<file path="config.mk">
export PLATFORM = sky130hd
export DESIGN_NAME = led_ring_fade_frame_generator
export DESIGN_NICKNAME = d
export VERILOG_FILES = /design/src/rtl/lrf_pkg.sv /design/src/rtl/led_ring_fade_frame_generator.sv /design/src/rtl/lrf_front.sv /design/src/rtl/lrf_cmd_queue.sv /design/src/rtl/lrf_back.sv
export SDC_FILE = /design/constraint.sdc
export NUM_CORES = 1
export LEC_CHECK = 0
export BUFFER_PORTS_ARGS = -buffer_cell sky130_fd_sc_hd__buf_2
export CORE_UTILIZATION = 45
export CTS_CLUSTER_SIZE = 12
export DETAILED_ROUTE_END_ITERATION = 10
export REMOVE_ABC_BUFFERS = 1
export SLEW_MARGIN = 20
export SYNTH_ARGS = -nofsm -noshare
export SYNTH_HDL_FRONTEND = slang
export SYNTH_SLANG_ARGS = --single-unit
</file>
<file path="constraint.sdc">
create_clock -name clock -period 8.5 [get_ports clock]
set_input_delay 0 -clock clock [delete_from_list [all_inputs] [get_ports clock]]
set_output_delay 0 -clock clock [all_outputs]
set_load 0.03 [all_outputs]
</file>
<file path="src/rtl/lrf_pkg.sv">
// Shared types, constants and the fade table of the LED ring frame generator.
`default_nettype none

package lrf_pkg;

   localparam int TIME_W      = 32;
   localparam int COLOR_W     = 8;
   localparam int PIX_IDX_W   = 6;
   localparam int FADE_IDX_W  = 4;
   localparam int FADE_LEN    = 12;
   localparam int FADE_SHIFT  = 8;
   localparam int PRODUCT_W   = 2 * COLOR_W;

   localparam logic [TIME_W-1:0]  INTERVAL_RESET = 32'd50000;
   localparam logic [COLOR_W-1:0] COLOR_MAX      = 8'hff;
   localparam logic [COLOR_W-1:0] COLOR_ZERO     = 8'h00;

   // One frame request handed from the front end to the pixel engine.
   typedef struct packed {
      logic                 fail_mode;
      logic [COLOR_W-1:0]   base_red;
      logic [COLOR_W-1:0]   base_green;
      logic [COLOR_W-1:0]   base_blue;
      logic [PIX_IDX_W-1:0] rotation;
   } frame_cmd_type;

   // Queue handshake between front end, queue and pixel engine.
   typedef struct packed {
      logic push;
      logic full;
      logic valid;
      logic pop;
   } queue_ctl_type;

   function automatic logic [COLOR_W-1:0] fade_lookup(input logic [FADE_IDX_W-1:0] idx);
      logic [COLOR_W-1:0] f;
      case (idx)
         4'd4:    f = 8'd1;
         4'd5:    f = 8'd3;
         4'd6:    f = 8'd6;
         4'd7:    f = 8'd12;
         4'd8:    f = 8'd36;
         4'd9:    f = 8'd70;
         4'd10:   f = 8'd135;
         4'd11:   f = 8'd255;
         default: f = 8'd0;
      endcase
      return f;
   endfunction

endpackage

`default_nettype wire

</file>
<file path="src/rtl/led_ring_fade_frame_generator.sv">
// Top level of the LED ring fade frame generator.
`default_nettype none

// Each request is a time tick. The front end takes a tick, checks whether the
// frame interval has passed since the last frame (32-bit wrapping difference)
// and the link is idle, and if so queues one frame request and steps the
// rotation down. Up to two frame requests wait in the queue; while it is full,
// req_full is high. The pixel engine turns each frame request into PIXEL_COUNT
// pixel words, one per cycle while rsp_pop does not stall the output, through
// a factor stage and an output register, and the first word of a frame goes
// from the queue through these registers to the rsp ports. The pixel counter
// walks the pixels of a frame, and the engine pops a frame request only when
// it issues the last pixel of that frame. Ticks that cause no frame are taken
// at one per cycle while the queue has room. Cycle mode fades the base colour
// by the factor of stage (pixel + rotation) mod PIXEL_COUNT; pulse mode sends
// full red faded by the factor of the rotation stage, green and blue zero. The
// interval register is written over the csr port, which is always ready.
module led_ring_fade_frame_generator
   import lrf_pkg::*;
#(
   parameter int PIXEL_COUNT = 12
) (
   input  wire logic                 clock,
   input  wire logic                 reset,
   // tick requests
   input  wire logic                 req_push,
   output logic                      req_full,
   input  wire logic [TIME_W-1:0]    req_now_us,
   input  wire logic                 req_link_busy,
   input  wire logic                 req_fail_mode,
   input  wire logic [COLOR_W-1:0]   req_base_red,
   input  wire logic [COLOR_W-1:0]   req_base_green,
   input  wire logic [COLOR_W-1:0]   req_base_blue,
   // pixel words
   output logic                      rsp_empty,
   input  wire logic                 rsp_pop,
   output logic [PIX_IDX_W-1:0]      rsp_pixel_number,
   output logic [COLOR_W-1:0]        rsp_out_green,
   output logic [COLOR_W-1:0]        rsp_out_red,
   output logic [COLOR_W-1:0]        rsp_out_blue,
   output logic                      rsp_last_pixel,
   // frame interval register
   input  wire logic                 csr_valid,
   output logic                      csr_ready,
   input  wire logic [TIME_W-1:0]    csr_data
);

   queue_ctl_type queue_ctl;
   frame_cmd_type push_cmd;
   frame_cmd_type head_cmd;
   logic          queue_full;
   logic          queue_valid;
   logic          queue_push;
   logic          queue_pop;

   // hold the queue handshake together
   always_comb begin
      queue_ctl.push  = queue_push;
      queue_ctl.full  = queue_full;
      queue_ctl.valid = queue_valid;
      queue_ctl.pop   = queue_pop;
   end

   lrf_front #(
      .PIXEL_COUNT(PIXEL_COUNT)
   ) u_front (
      .clock          (clock),
      .reset          (reset),
      .req_push       (req_push),
      .req_now_us     (req_now_us),
      .req_link_busy  (req_link_busy),
      .req_fail_mode  (req_fail_mode),
      .req_base_red   (req_base_red),
      .req_base_green (req_base_green),
      .req_base_blue  (req_base_blue),
      .csr_valid      (csr_valid),
      .csr_data       (csr_data),
      .queue_full     (queue_ctl.full),
      .req_full       (req_full),
      .csr_ready      (csr_ready),
      .queue_push     (queue_push),
      .queue_cmd      (push_cmd)
   );

   lrf_cmd_queue u_queue (
      .clock    (clock),
      .reset    (reset),
      .ctl_in   (queue_ctl),
      .push_cmd (push_cmd),
      .full     (queue_full),
      .valid    (queue_valid),
      .head_cmd (head_cmd)
   );

   lrf_back #(
      .PIXEL_COUNT(PIXEL_COUNT)
   ) u_back (
      .clock            (clock),
      .reset            (reset),
      .cmd_valid        (queue_ctl.valid),
      .cmd              (head_cmd),
      .cmd_pop          (queue_pop),
      .rsp_pop          (rsp_pop),
      .rsp_empty        (rsp_empty),
      .rsp_pixel_number (rsp_pixel_number),
      .rsp_out_green    (rsp_out_green),
      .rsp_out_red      (rsp_out_red),
      .rsp_out_blue     (rsp_out_blue),
      .rsp_last_pixel   (rsp_last_pixel)
   );

endmodule

`default_nettype wire

</file>
<file path="src/rtl/lrf_front.sv">
// Front end: accepts time ticks, decides whether a frame is due, keeps frame timing state.
`default_nettype none

module lrf_front
   import lrf_pkg::*;
#(
   parameter int PIXEL_COUNT = 12
) (
   input  wire logic                 clock,
   input  wire logic                 reset,
   input  wire logic                 req_push,
   input  wire logic [TIME_W-1:0]    req_now_us,
   input  wire logic                 req_link_busy,
   input  wire logic                 req_fail_mode,
   input  wire logic [COLOR_W-1:0]   req_base_red,
   input  wire logic [COLOR_W-1:0]   req_base_green,
   input  wire logic [COLOR_W-1:0]   req_base_blue,
   input  wire logic                 csr_valid,
   input  wire logic [TIME_W-1:0]    csr_data,
   input  wire logic                 queue_full,
   output logic                      req_full,
   output logic                      csr_ready,
   output logic                      queue_push,
   output frame_cmd_type             queue_cmd
);

   logic [TIME_W-1:0]    interval_ff, interval_in;
   logic [TIME_W-1:0]    last_time_ff, last_time_in;
   logic [PIX_IDX_W-1:0] rotation_ff, rotation_in;
   logic [TIME_W-1:0]    elapsed;
   logic                 accept;
   logic                 fire;

   assign req_full  = queue_full;
   assign csr_ready = 1'b1;
   assign accept    = req_push && !queue_full;
   assign elapsed   = req_now_us - last_time_ff;
   assign fire      = accept && !req_link_busy && (elapsed >= interval_ff);

   assign queue_push           = fire;
   assign queue_cmd.fail_mode  = req_fail_mode;
   assign queue_cmd.base_red   = req_base_red;
   assign queue_cmd.base_green = req_base_green;
   assign queue_cmd.base_blue  = req_base_blue;
   assign queue_cmd.rotation   = rotation_ff;

   always_comb begin
      interval_in  = interval_ff;
      last_time_in = last_time_ff;
      rotation_in  = rotation_ff;
      if (csr_valid) begin
         interval_in = csr_data;
      end
      if (fire) begin
         last_time_in = req_now_us;
         // step rotation down, wrap to the top stage
         if (rotation_ff == '0) begin
            rotation_in = PIX_IDX_W'(PIXEL_COUNT - 1);
         end else begin
            rotation_in = rotation_ff - 1'b1;
         end
      end
   end

   always_ff @(posedge clock) begin
      if (reset) begin
         interval_ff  <= INTERVAL_RESET;
         last_time_ff <= '0;
         rotation_ff  <= '0;
      end else begin
         interval_ff  <= interval_in;
         last_time_ff <= last_time_in;
         rotation_ff  <= rotation_in;
      end
   end

endmodule

`default_nettype wire

</file>
<file path="src/rtl/lrf_cmd_queue.sv">
// Two-entry queue of frame requests between the front end and the pixel engine.
`default_nettype none

module lrf_cmd_queue
   import lrf_pkg::*;
(
   input  wire logic          clock,
   input  wire logic          reset,
   input  wire queue_ctl_type ctl_in,
   input  wire frame_cmd_type push_cmd,
   output logic               full,
   output logic               valid,
   output frame_cmd_type      head_cmd
);

   frame_cmd_type entry_ff [2];
   logic          wr_ptr_ff, wr_ptr_in;
   logic          rd_ptr_ff, rd_ptr_in;
   logic [1:0]    count_ff, count_in;
   logic          do_push;
   logic          do_pop;

   assign full     = (count_ff == 2'd2);
   assign valid    = (count_ff != 2'd0);
   assign head_cmd = entry_ff[rd_ptr_ff];
   assign do_push  = ctl_in.push && !full;
   assign do_pop   = ctl_in.pop && valid;

   always_comb begin
      wr_ptr_in = wr_ptr_ff ^ do_push;
      rd_ptr_in = rd_ptr_ff ^ do_pop;
      count_in  = count_ff;
      if (do_push && !do_pop) begin
         count_in = count_ff + 2'd1;
      end else if (do_pop && !do_push) begin
         count_in = count_ff - 2'd1;
      end
   end

   always_ff @(posedge clock) begin
      if (do_push) begin
         entry_ff[wr_ptr_ff] <= push_cmd;
      end
   end

   always_ff @(posedge clock) begin
      if (reset) begin
         wr_ptr_ff <= 1'b0;
         rd_ptr_ff <= 1'b0;
         count_ff  <= '0;
      end else begin
         wr_ptr_ff <= wr_ptr_in;
         rd_ptr_ff <= rd_ptr_in;
         count_ff  <= count_in;
      end
   end

endmodule

`default_nettype wire

</file>
<file path="src/rtl/lrf_back.sv">
// Pixel engine: walks the pixels of a frame, looks up the fade factor, scales the colour.
`default_nettype none

module lrf_back
   import lrf_pkg::*;
#(
   parameter int PIXEL_COUNT = 12
) (
   input  wire logic                 clock,
   input  wire logic                 reset,
   input  wire logic                 cmd_valid,
   input  wire frame_cmd_type        cmd,
   output logic                      cmd_pop,
   input  wire logic                 rsp_pop,
   output logic                      rsp_empty,
   output logic [PIX_IDX_W-1:0]      rsp_pixel_number,
   output logic [COLOR_W-1:0]        rsp_out_green,
   output logic [COLOR_W-1:0]        rsp_out_red,
   output logic [COLOR_W-1:0]        rsp_out_blue,
   output logic                      rsp_last_pixel
);

   localparam logic [PIX_IDX_W-1:0] LAST_IDX = PIX_IDX_W'(PIXEL_COUNT - 1);
   localparam logic [PIX_IDX_W:0]   COUNT_X  = (PIX_IDX_W+1)'(PIXEL_COUNT);
   localparam logic [PIX_IDX_W:0]   FADE_X   = (PIX_IDX_W+1)'(FADE_LEN);

   // pixel counter
   logic [PIX_IDX_W-1:0] pixel_ff, pixel_in;

   // factor stage
   logic                 s1_valid_ff, s1_valid_in;
   logic [COLOR_W-1:0]   s1_factor_ff;
   logic [COLOR_W-1:0]   s1_red_ff, s1_green_ff, s1_blue_ff;
   logic [PIX_IDX_W-1:0] s1_pixel_ff;
   logic                 s1_last_ff;

   // output register
   logic                 out_valid_ff, out_valid_in;
   logic [PIX_IDX_W-1:0] out_pixel_ff;
   logic [COLOR_W-1:0]   out_red_ff, out_green_ff, out_blue_ff;
   logic                 out_last_ff;

   logic                 out_free;
   logic                 s1_ready;
   logic                 issue;
   logic                 is_last;
   logic [PIX_IDX_W:0]   stage_sum;
   logic [PIX_IDX_W:0]   stage_wrap;
   logic [PIX_IDX_W:0]   stage_sel;
   logic [PIX_IDX_W:0]   fade_pos;
   logic [PIX_IDX_W:0]   fade_off;
   logic [COLOR_W-1:0]   factor;
   logic [PRODUCT_W-1:0] prod_red, prod_green, prod_blue;

   assign out_free = !out_valid_ff || rsp_pop;
   assign s1_ready = !s1_valid_ff || out_free;
   assign issue    = cmd_valid && s1_ready;
   assign is_last  = (pixel_ff == LAST_IDX);
   assign cmd_pop  = issue && is_last;

   // stage of this pixel: (pixel + rotation) mod count, or the rotation in pulse mode
   always_comb begin
      stage_sum = {1'b0, pixel_ff} + {1'b0, cmd.rotation};
      if (stage_sum >= COUNT_X) begin
         stage_wrap = stage_sum - COUNT_X;
      end else begin
         stage_wrap = stage_sum;
      end
      stage_sel = cmd.fail_mode ? {1'b0, cmd.rotation} : stage_wrap;
      // fade table sits at the top stages; stages below it get factor 0
      fade_pos = stage_sel + FADE_X;
      fade_off = fade_pos - COUNT_X;
      if (fade_pos < COUNT_X) begin
         factor = '0;
      end else begin
         factor = fade_lookup(fade_off[FADE_IDX_W-1:0]);
      end
   end

   always_comb begin
      pixel_in = pixel_ff;
      if (issue) begin
         pixel_in = is_last ? '0 : pixel_ff + 1'b1;
      end
      s1_valid_in = s1_valid_ff;
      if (s1_ready) begin
         s1_valid_in = issue;
      end
      out_valid_in = out_valid_ff;
      if (out_free) begin
         out_valid_in = s1_valid_ff;
      end
   end

   assign prod_red   = PRODUCT_W'(s1_factor_ff) * PRODUCT_W'(s1_red_ff);
   assign prod_green = PRODUCT_W'(s1_factor_ff) * PRODUCT_W'(s1_green_ff);
   assign prod_blue  = PRODUCT_W'(s1_factor_ff) * PRODUCT_W'(s1_blue_ff);

   always_ff @(posedge clock) begin
      if (issue) begin
         s1_factor_ff <= factor;
         s1_red_ff    <= cmd.fail_mode ? COLOR_MAX : cmd.base_red;
         s1_green_ff  <= cmd.fail_mode ? COLOR_ZERO : cmd.base_green;
         s1_blue_ff   <= cmd.fail_mode ? COLOR_ZERO : cmd.base_blue;
         s1_pixel_ff  <= pixel_ff;
         s1_last_ff   <= is_last;
      end
      if (out_free && s1_valid_ff) begin
         out_pixel_ff <= s1_pixel_ff;
         out_red_ff   <= prod_red[FADE_SHIFT +: COLOR_W];
         out_green_ff <= prod_green[FADE_SHIFT +: COLOR_W];
         out_blue_ff  <= prod_blue[FADE_SHIFT +: COLOR_W];
         out_last_ff  <= s1_last_ff;
      end
   end

   always_ff @(posedge clock) begin
      if (reset) begin
         pixel_ff     <= '0;
         s1_valid_ff  <= 1'b0;
         out_valid_ff <= 1'b0;
      end else begin
         pixel_ff     <= pixel_in;
         s1_valid_ff  <= s1_valid_in;
         out_valid_ff <= out_valid_in;
      end
   end

   assign rsp_empty        = !out_valid_ff;
   assign rsp_pixel_number = out_pixel_ff;
   assign rsp_out_green    = out_green_ff;
   assign rsp_out_red      = out_red_ff;
   assign rsp_out_blue     = out_blue_ff;
   assign rsp_last_pixel   = out_last_ff;

endmodule

`default_nettype wire
</file>
Yosys cells after proc, flatten, opt, wreduce, memory -nomap -nowiden
Memory sizes are Yosys's and may differ from the RTL's. A register that Yosys moved wholly into a read port is not among the register bits. Cells that the tools add are included.

Output and inout bits: 34. Bits in writable memories: 62. Word-level logic and storage cells: 70. Bits in latches: 0. Memories kept: 2. Register bits after elaboration: 144. ROM bits: 128. Input bits: 95.

Div/mod/pow operators: 0. Reduce and logical (&&, ||, !) cells: 21. Shifts and indexed selects: 0. Multipliers: 3. $add $sub $neg: 9. Eq/ne operators: 2. Bitwise logic cells: 2. Order comparisons: 3. Mux-type cells: 9.

Memory list: (no name shown) (words 16, width 8, rd ports 1, clocked after Yosys merged registers in 1, wr ports 0, line lrf_pkg.sv:37) `case (idx)`; u_queue.entry_ff (words 2, width 31, rd ports 1, clocked after Yosys merged registers in 1, wr ports 1, line lrf_cmd_queue.sv:16) `frame_cmd_type entry_ff [2];`.

Operators by type and width (number): 8-bit by 8-bit multiplier with 16-bit output (3); 32-bit >= comparator (1); 32-bit subtractor (1); 7-bit two-way mux (2); 6-bit two-way mux (2); 1-bit logical AND (10); 6-bit by 6-bit adder with 7-bit output (1); 7-bit by 4-bit adder with 7-bit output (second input constant) (1); 7-bit by 4-bit >= comparator with 1-bit output (second input constant) (1); 7-bit by 4-bit < comparator with 1-bit output (second input constant) (1); 7-bit by 4-bit subtractor with 7-bit output (second input constant) (1); 6-bit by 1-bit adder with 6-bit output (second input constant) (1); 6-bit by 4-bit equality test with 1-bit output (second input constant) (1); 1-bit logical NOT (6); 6-bit logical NOT (1); 6-bit by 1-bit subtractor with 6-bit output (second input constant) (1); 2-bit two-way mux (2); 2-bit nonzero test (2); 4-bit subtractor (second input constant) (1); 1-bit two-way mux (3); 2-bit by 1-bit adder with 2-bit output (second input constant) (1); 2-bit equality test (second input constant) (1); 1-bit logical OR (2); 2-bit by 1-bit subtractor with 2-bit output (second input constant) (1); 1-bit bitwise XOR (2).

Logic depth before layout (Yosys ltp)
Word-level depth: 10. Gate-level depth with buffers: 26. Mapped depth without buffers: 25.

Modules after synthesis
From an unflattened synthesis, not the netlist that was laid out.

Cells, all modules: 1643. Area total of the unflattened synthesis: 16544.6 um^2.

By module, submodules not included: lrf_back (instances 1, seq. area each 2262.2 um^2, cells an instance 908, area an instance 8953.6 um^2); lrf_front (instances 1, seq. area each 1401.3 um^2, cells an instance 617, area an instance 5151.2 um^2); lrf_cmd_queue (instances 1, seq. area each 1941.9 um^2, cells an instance 118, area an instance 2439.8 um^2).

Least setup slack after synthesis
OpenSTA, ideal clock, no wires.

Path kind: reg-to-reg. Start: reg u_front.last_time_ff[0]. End: mem u_queue.entry_ff[1][0] in the netlist's numbering, enable pin. Arrival: 5.028 ns. Path slack: 3.081 ns. Path buffers: 1. Stages on the path, launching flop included: 23. Data required time: 8.109 ns. Period minus slack after synthesis: 5.419 ns. Setup time: 0.391 ns. Cells stage by stage: dfxtp_1 ha_1 inv_1 fa_1 nand2_1 a21o_1 a2111oi_0 o22a_1 a31oi_1 o21ai_0 a21o_1 a21oi_1 xnor2_1 ha_1 nand4_1 nor2_1 o21ai_0 or3_1 a211oi_1 o311ai_0 nand2_1 buf_1 ha_1.

Cells in the longest elaborated chain, start to end: 6.

RTL lines: start: declaration (line lrf_front.sv:28) `logic [TIME_W-1:0] last_time_ff, last_time_in;`; start signal: assignment (line lrf_front.sv:72) `last_time_ff <= last_time_in;`; 32-bit subtractor (line lrf_front.sv:37) `assign elapsed = req_now_us - last_time_ff;`; 32-bit >= comparator (line lrf_front.sv:38) `assign fire = accept && !req_link_busy && (elapsed >= interval_ff);`; 1-bit logical AND (line lrf_front.sv:38); 1-bit logical AND (line lrf_cmd_queue.sv:26) `assign do_push = ctl_in.push && !full;`; 1-bit two-way mux (line lrf_cmd_queue.sv:41) `if (do_push) begin`; 1-bit two-way mux (not written as such) (line lrf_cmd_queue.sv:42) `entry_ff[wr_ptr_ff] <= push_cmd;`; end: declaration (line lrf_cmd_queue.sv:16).

No other way between the ends.

Worst setup path after layout
Start: reg u_front.last_time_ff[0]. End: mem u_queue.entry_ff[0][20] in the netlist's numbering, enable pin.

Same word-level chain as after synthesis.

==> key figures <==
Critical path
  – Startpoint types: flop
  – CP max FO: 31
  – Worst Setup End Kind: flop
  – CP arrival: 6.02 ns
  – R2r setup slk: 2.66 ns
  – WS Path Type: flop to flop
  – Critical Path RT: 8.68 ns

Synthesis
  – Proportion of synthesized area in mux cells: 5.68%
  – Synth Warn #: 0
  – Mapped Area: ~0.016 mm²
  – EDFF count, synth: 132
  – Post-Synth XOR/XNOR Area: 3.20%
  – Main combinational cell family by area after synthesis: adder cells
  – Post-synth cell types: 72
  – Ys async rst share: 0%
  – Seq cells post-synth: between 200 and 250
  – Synth Area in Simple Gates: 14.4%
  – Compound-gate portion of the synthesized area: about 8.8%
  – Post-Synth Adder-Cell Area: 27.0%
  – Cells after synthesis: ~1600
  – Mean Syn Cell Area: a little over 10 µm²
  – Top FF cell, synth: edfxtp_1
  – Post-synthesis sequential area ratio: approximately a third

Power
  – Combinational Power Share: 56.2%
  – Switching portion of total power: 40.2%
  – Pwr Density: 319 mW/mm²
  – Int Power: 3.64 mW
  – Maximum VDD drop: 0.000347 V
  – Clock network power share: around 18%
  – Total Power: 6.09 mW
  – Reg power frac: about a quarter
  – Leakage: 8.45 nW
  – NetSw: 2.45 mW

CTS
  – Max clock buf depth: 3
  – Setup Buffers After CTS: 0
  – CTS tree: built
  – CTS sink cnt: about 210
  – Number of H-tree levels: 1
  – Total CTS buffers: 26
  – Reg clk slew, reported paths: 0.06 ns
  – Root Buffer: clkbuf_16
  – Clock Latency Late Sink: approximately 0.54 ns
  – CTS resizes: 0

STA
  – Unrepaired setup endpoints after global routing: no
  – Slew Limit Fails: 0
  – Final setup vio count: 0
  – Fin Setup TNS: 0 ns
  – Fmax: 171 MHz
  – Worst hold margin: slightly above 0.09 ns
  – Final critical-path share of the clock period: a little under 70%
  – Worst rel slew slack: 29.6%
  – Slew of the pin with the lowest slew margin: approximately 1.1 ns
  – Final hold violation count: 0
  – Fin crit period: 5.84 ns
  – Setup Skew: about 0.012 ns

Routing
  – Drt first pass iters: 5
  – Routed vias/inst: approximately 5
  – WL per Instance: 14.5 µm
  – Number of antenna-violating nets in the routed design: 0
  – DR vias: 11471
  – Met2 routed wirelength: ~16 mm
  – Wl on met1: 15.0 mm
  – DR WL met3: 1.08 mm
  – Drt drc: 0
  – Routed WL: 33.2 mm
  – Uppermost layer routed: met4
  – Iter 0 DRT Violations: 413

Floorplan
  – Die Footprint: approximately 0.037 mm²
  – Initial core utilization: 45.6%
  – Die height: 192 µm
  – I/O pins: 129
  – FP Rows: roughly 70
  – Die width: ~190 µm
  – Core area: 0.0355 mm²

Run
  – Max Cap Viol: 0

Outcome
  – Status: finished clean

Global route
  – Gr usage total: 19.0%
  – GRT overflow: 0
  – Vias in the first global route: 11884
  – Initial antenna violation count: 1
  – Pin count of the biggest net entering global routing: 73
  – First-pass GRT wire length: 56.3 mm

Final layout
  – Share of cells above drive strength 1: 10.9%
  – Area of the multi-input gates: between 0.009 and 0.01 mm²
  – P&R area growth vs syn: 18.0%
  – Fillers: between 3000 and 4000
  – Storage element area: between 0.005 and 0.006 mm²
  – Nets: 2191

Placed design
  – Detailed Place HPWL: 24.2 mm
  – Port Buffer Count: 127
  – Routability cong.: 0.870

Worst hold path
  – Worst hold-check path type: primary input to flop
==> layout by cell type, fill, tap and decap left out, types with 9 or more instances in the layout <==
master           n
o211ai_1        12
edfxtp_1       132
a21o_1          26
dfxtp_1         81
dlygate4sd3_1   90
ha_1           178
nor2b_1          9
a21oi_1         53
mux2i_1         85
buf_2          127
clkbuf_16       28
and2_1         116
fa_1           107
o21a_1          18
nand3_1         18
nand2b_1        13
nor2_1         151
inv_1          220
xnor2_1         34
o21ai_0         37
xor2_1          25
nor3_1          14
nand2_1        121
==> cell families after synthesis <==
group / count (synthesis)
XOR/XNOR: 59
adder cells (fa/ha/maj): 285
other: 1
flip-flops: 214
AND/OR/NAND/NOR: 480
multiplexers: 91
buffers and inverters: 265
AO/OA/AOI/OAI: 207
==> synth_stat cells, types with 3 or more instances <==
| cell type | n | share of area [%] |
|---|---|---|
| a211oi_1 | 8 | 0.37 |
| a211oi_2 | 3 | 0.23 |
| a21boi_0 | 4 | 0.19 |
| a21o_1 | 26 | 1.2 |
| a21oi_1 | 54 | 1.7 |
| a31o_2 | 3 | 0.16 |
| a31oi_1 | 4 | 0.15 |
| a41o_1 | 5 | 0.31 |
| and2_1 | 116 | 4.5 |
| and3_1 | 4 | 0.15 |
| buf_1 | 5 | 0.12 |
| buf_2 | 5 | 0.15 |
| clkbuf_1 | 32 | 0.74 |
| dfxtp_1 | 82 | 10 |
| edfxtp_1 | 132 | 25 |
| fa_1 | 107 | 13 |
| ha_1 | 178 | 14 |
| inv_1 | 220 | 5.1 |
| mux2_2 | 6 | 0.42 |
| mux2i_1 | 85 | 5.3 |
| nand2_1 | 122 | 2.8 |
| nand2b_1 | 13 | 0.50 |
| nand3_1 | 18 | 0.56 |
| nand4_1 | 8 | 0.31 |
| nor2_1 | 151 | 3.5 |
| nor2b_1 | 10 | 0.39 |
| nor3_1 | 14 | 0.43 |
| nor3b_1 | 3 | 0.14 |
| o211ai_1 | 12 | 0.56 |
| o21a_1 | 18 | 0.84 |
| o21ai_0 | 37 | 1.1 |
| o21bai_1 | 3 | 0.14 |
| o31a_1 | 3 | 0.16 |
| or3_1 | 8 | 0.31 |
| xnor2_1 | 34 | 1.8 |
| xor2_1 | 25 | 1.4 |
==> layout make-up <==
| type | instances | share of cell area [%] |
|---|---|---|
| Sequential cell | 214 | 29.4 |
| Timing Repair Buffer | 225 | 8.48 |
| Multi-Input combinational cell | 1123 | 50.2 |
| Tap cell | 461 | 3.02 |
| Antenna cell | 1 | 0.0131 |
| Clock buffer | 37 | 3.90 |
| Clock inverter | 11 | 0.643 |
| Inverter | 221 | 4.35 |
==> power by group through the flow <==
stage / Clock [mW] / Sequential [mW] / Combinational (mW)
after global placement: 0 / 1.57 / 3.33
after floorplan: 0 / 1.63 / 2.60
after CTS: 1.15 / 1.56 / 3.47
after detailed placement: 0 / 1.58 / 3.39
final: 1.11 / 1.55 / 3.42
after global routing: 1.18 / 1.58 / 4.00
==> flip-flops by register name (all words and copies together) (netlist names), 8 cells and up <==
| signal | cells |
|---|---|
| u_back.rsp_out_red | 8 |
| u_back.s1_red_ff | 8 |
| u_queue.entry_ff | 62 |
| u_back.s1_blue_ff | 8 |
| u_back.rsp_out_green | 8 |
| u_front.interval_ff | 32 |
| u_back.s1_factor_ff | 8 |
| u_front.last_time_ff | 32 |
| u_back.s1_green_ff | 8 |
| u_back.rsp_out_blue | 8 |
==> layer usage <==
| metal | up-vias | GRT usage [%] |
|---|---|---|
| met2 | 179 | 34.8 |
| li1 | 5783 | - |
| met1 | 5468 | 23.5 |
| met5 | - | 0 |
| met3 | 41 | 2.20 |
| met4 | 0 | 4.61 |
==> final timing paths <==
kind | startpoint | to | cells after the start
worst max-delay path | u_front.last_time_ff[0] | u_queue.entry_ff[0][20] | 22
worst min-delay path | reset | u_front.interval_ff[28] | 3
worst max register to register | u_front.last_time_ff[0] | u_queue.entry_ff[0][20] | 22
worst min register to register | u_back.s1_pixel_ff[4] | u_back.rsp_pixel_number[4] | 0
==> repair_timing <==
item,4_1_cts,5_1_grt
setup endpoints to repair,0,0
hold buffers,90,0
hold endpoints to repair,116,0
==> metrics by stage <==
stage | setup WS, ns | utilization (%) | std cells | cell area (µm²)
2_1_floorplan | 2.32 | - | 1558 | 16000
3_3_place_gp | 2.83 | 48.7 | 2153 | 17300
3_5_place_dp | 2.72 | 48.7 | 2153 | 17300
4_1_cts | 2.67 | 53.7 | 2291 | 19000
5_1_grt | 2.24 | 53.8 | 2293 | 19100
6_report | 2.66 | 53.8 | 2293 | 19100
==> critical path: stages (launching register included) <==
cell	delay (ns)
dfxtp_1	0.32
ha_1	0.20
inv_1	0.07
fa_1	0.20
nand2_1	0.08
a21o_1	0.20
a2111oi_0	0.80
o22a_1	0.36
a31oi_1	0.14
o21ai_0	0.26
a21o_1	0.16
a21oi_1	0.07
xnor2_1	0.14
ha_1	0.30
nand4_1	0.07
nor2_1	0.10
o21ai_0	0.09
or3_1	0.31
a211oi_1	0.19
o311ai_0	0.20
nand2_2	0.56
ha_1	0.26
buf_4	0.38
Power figures use the tool's default switching activity.
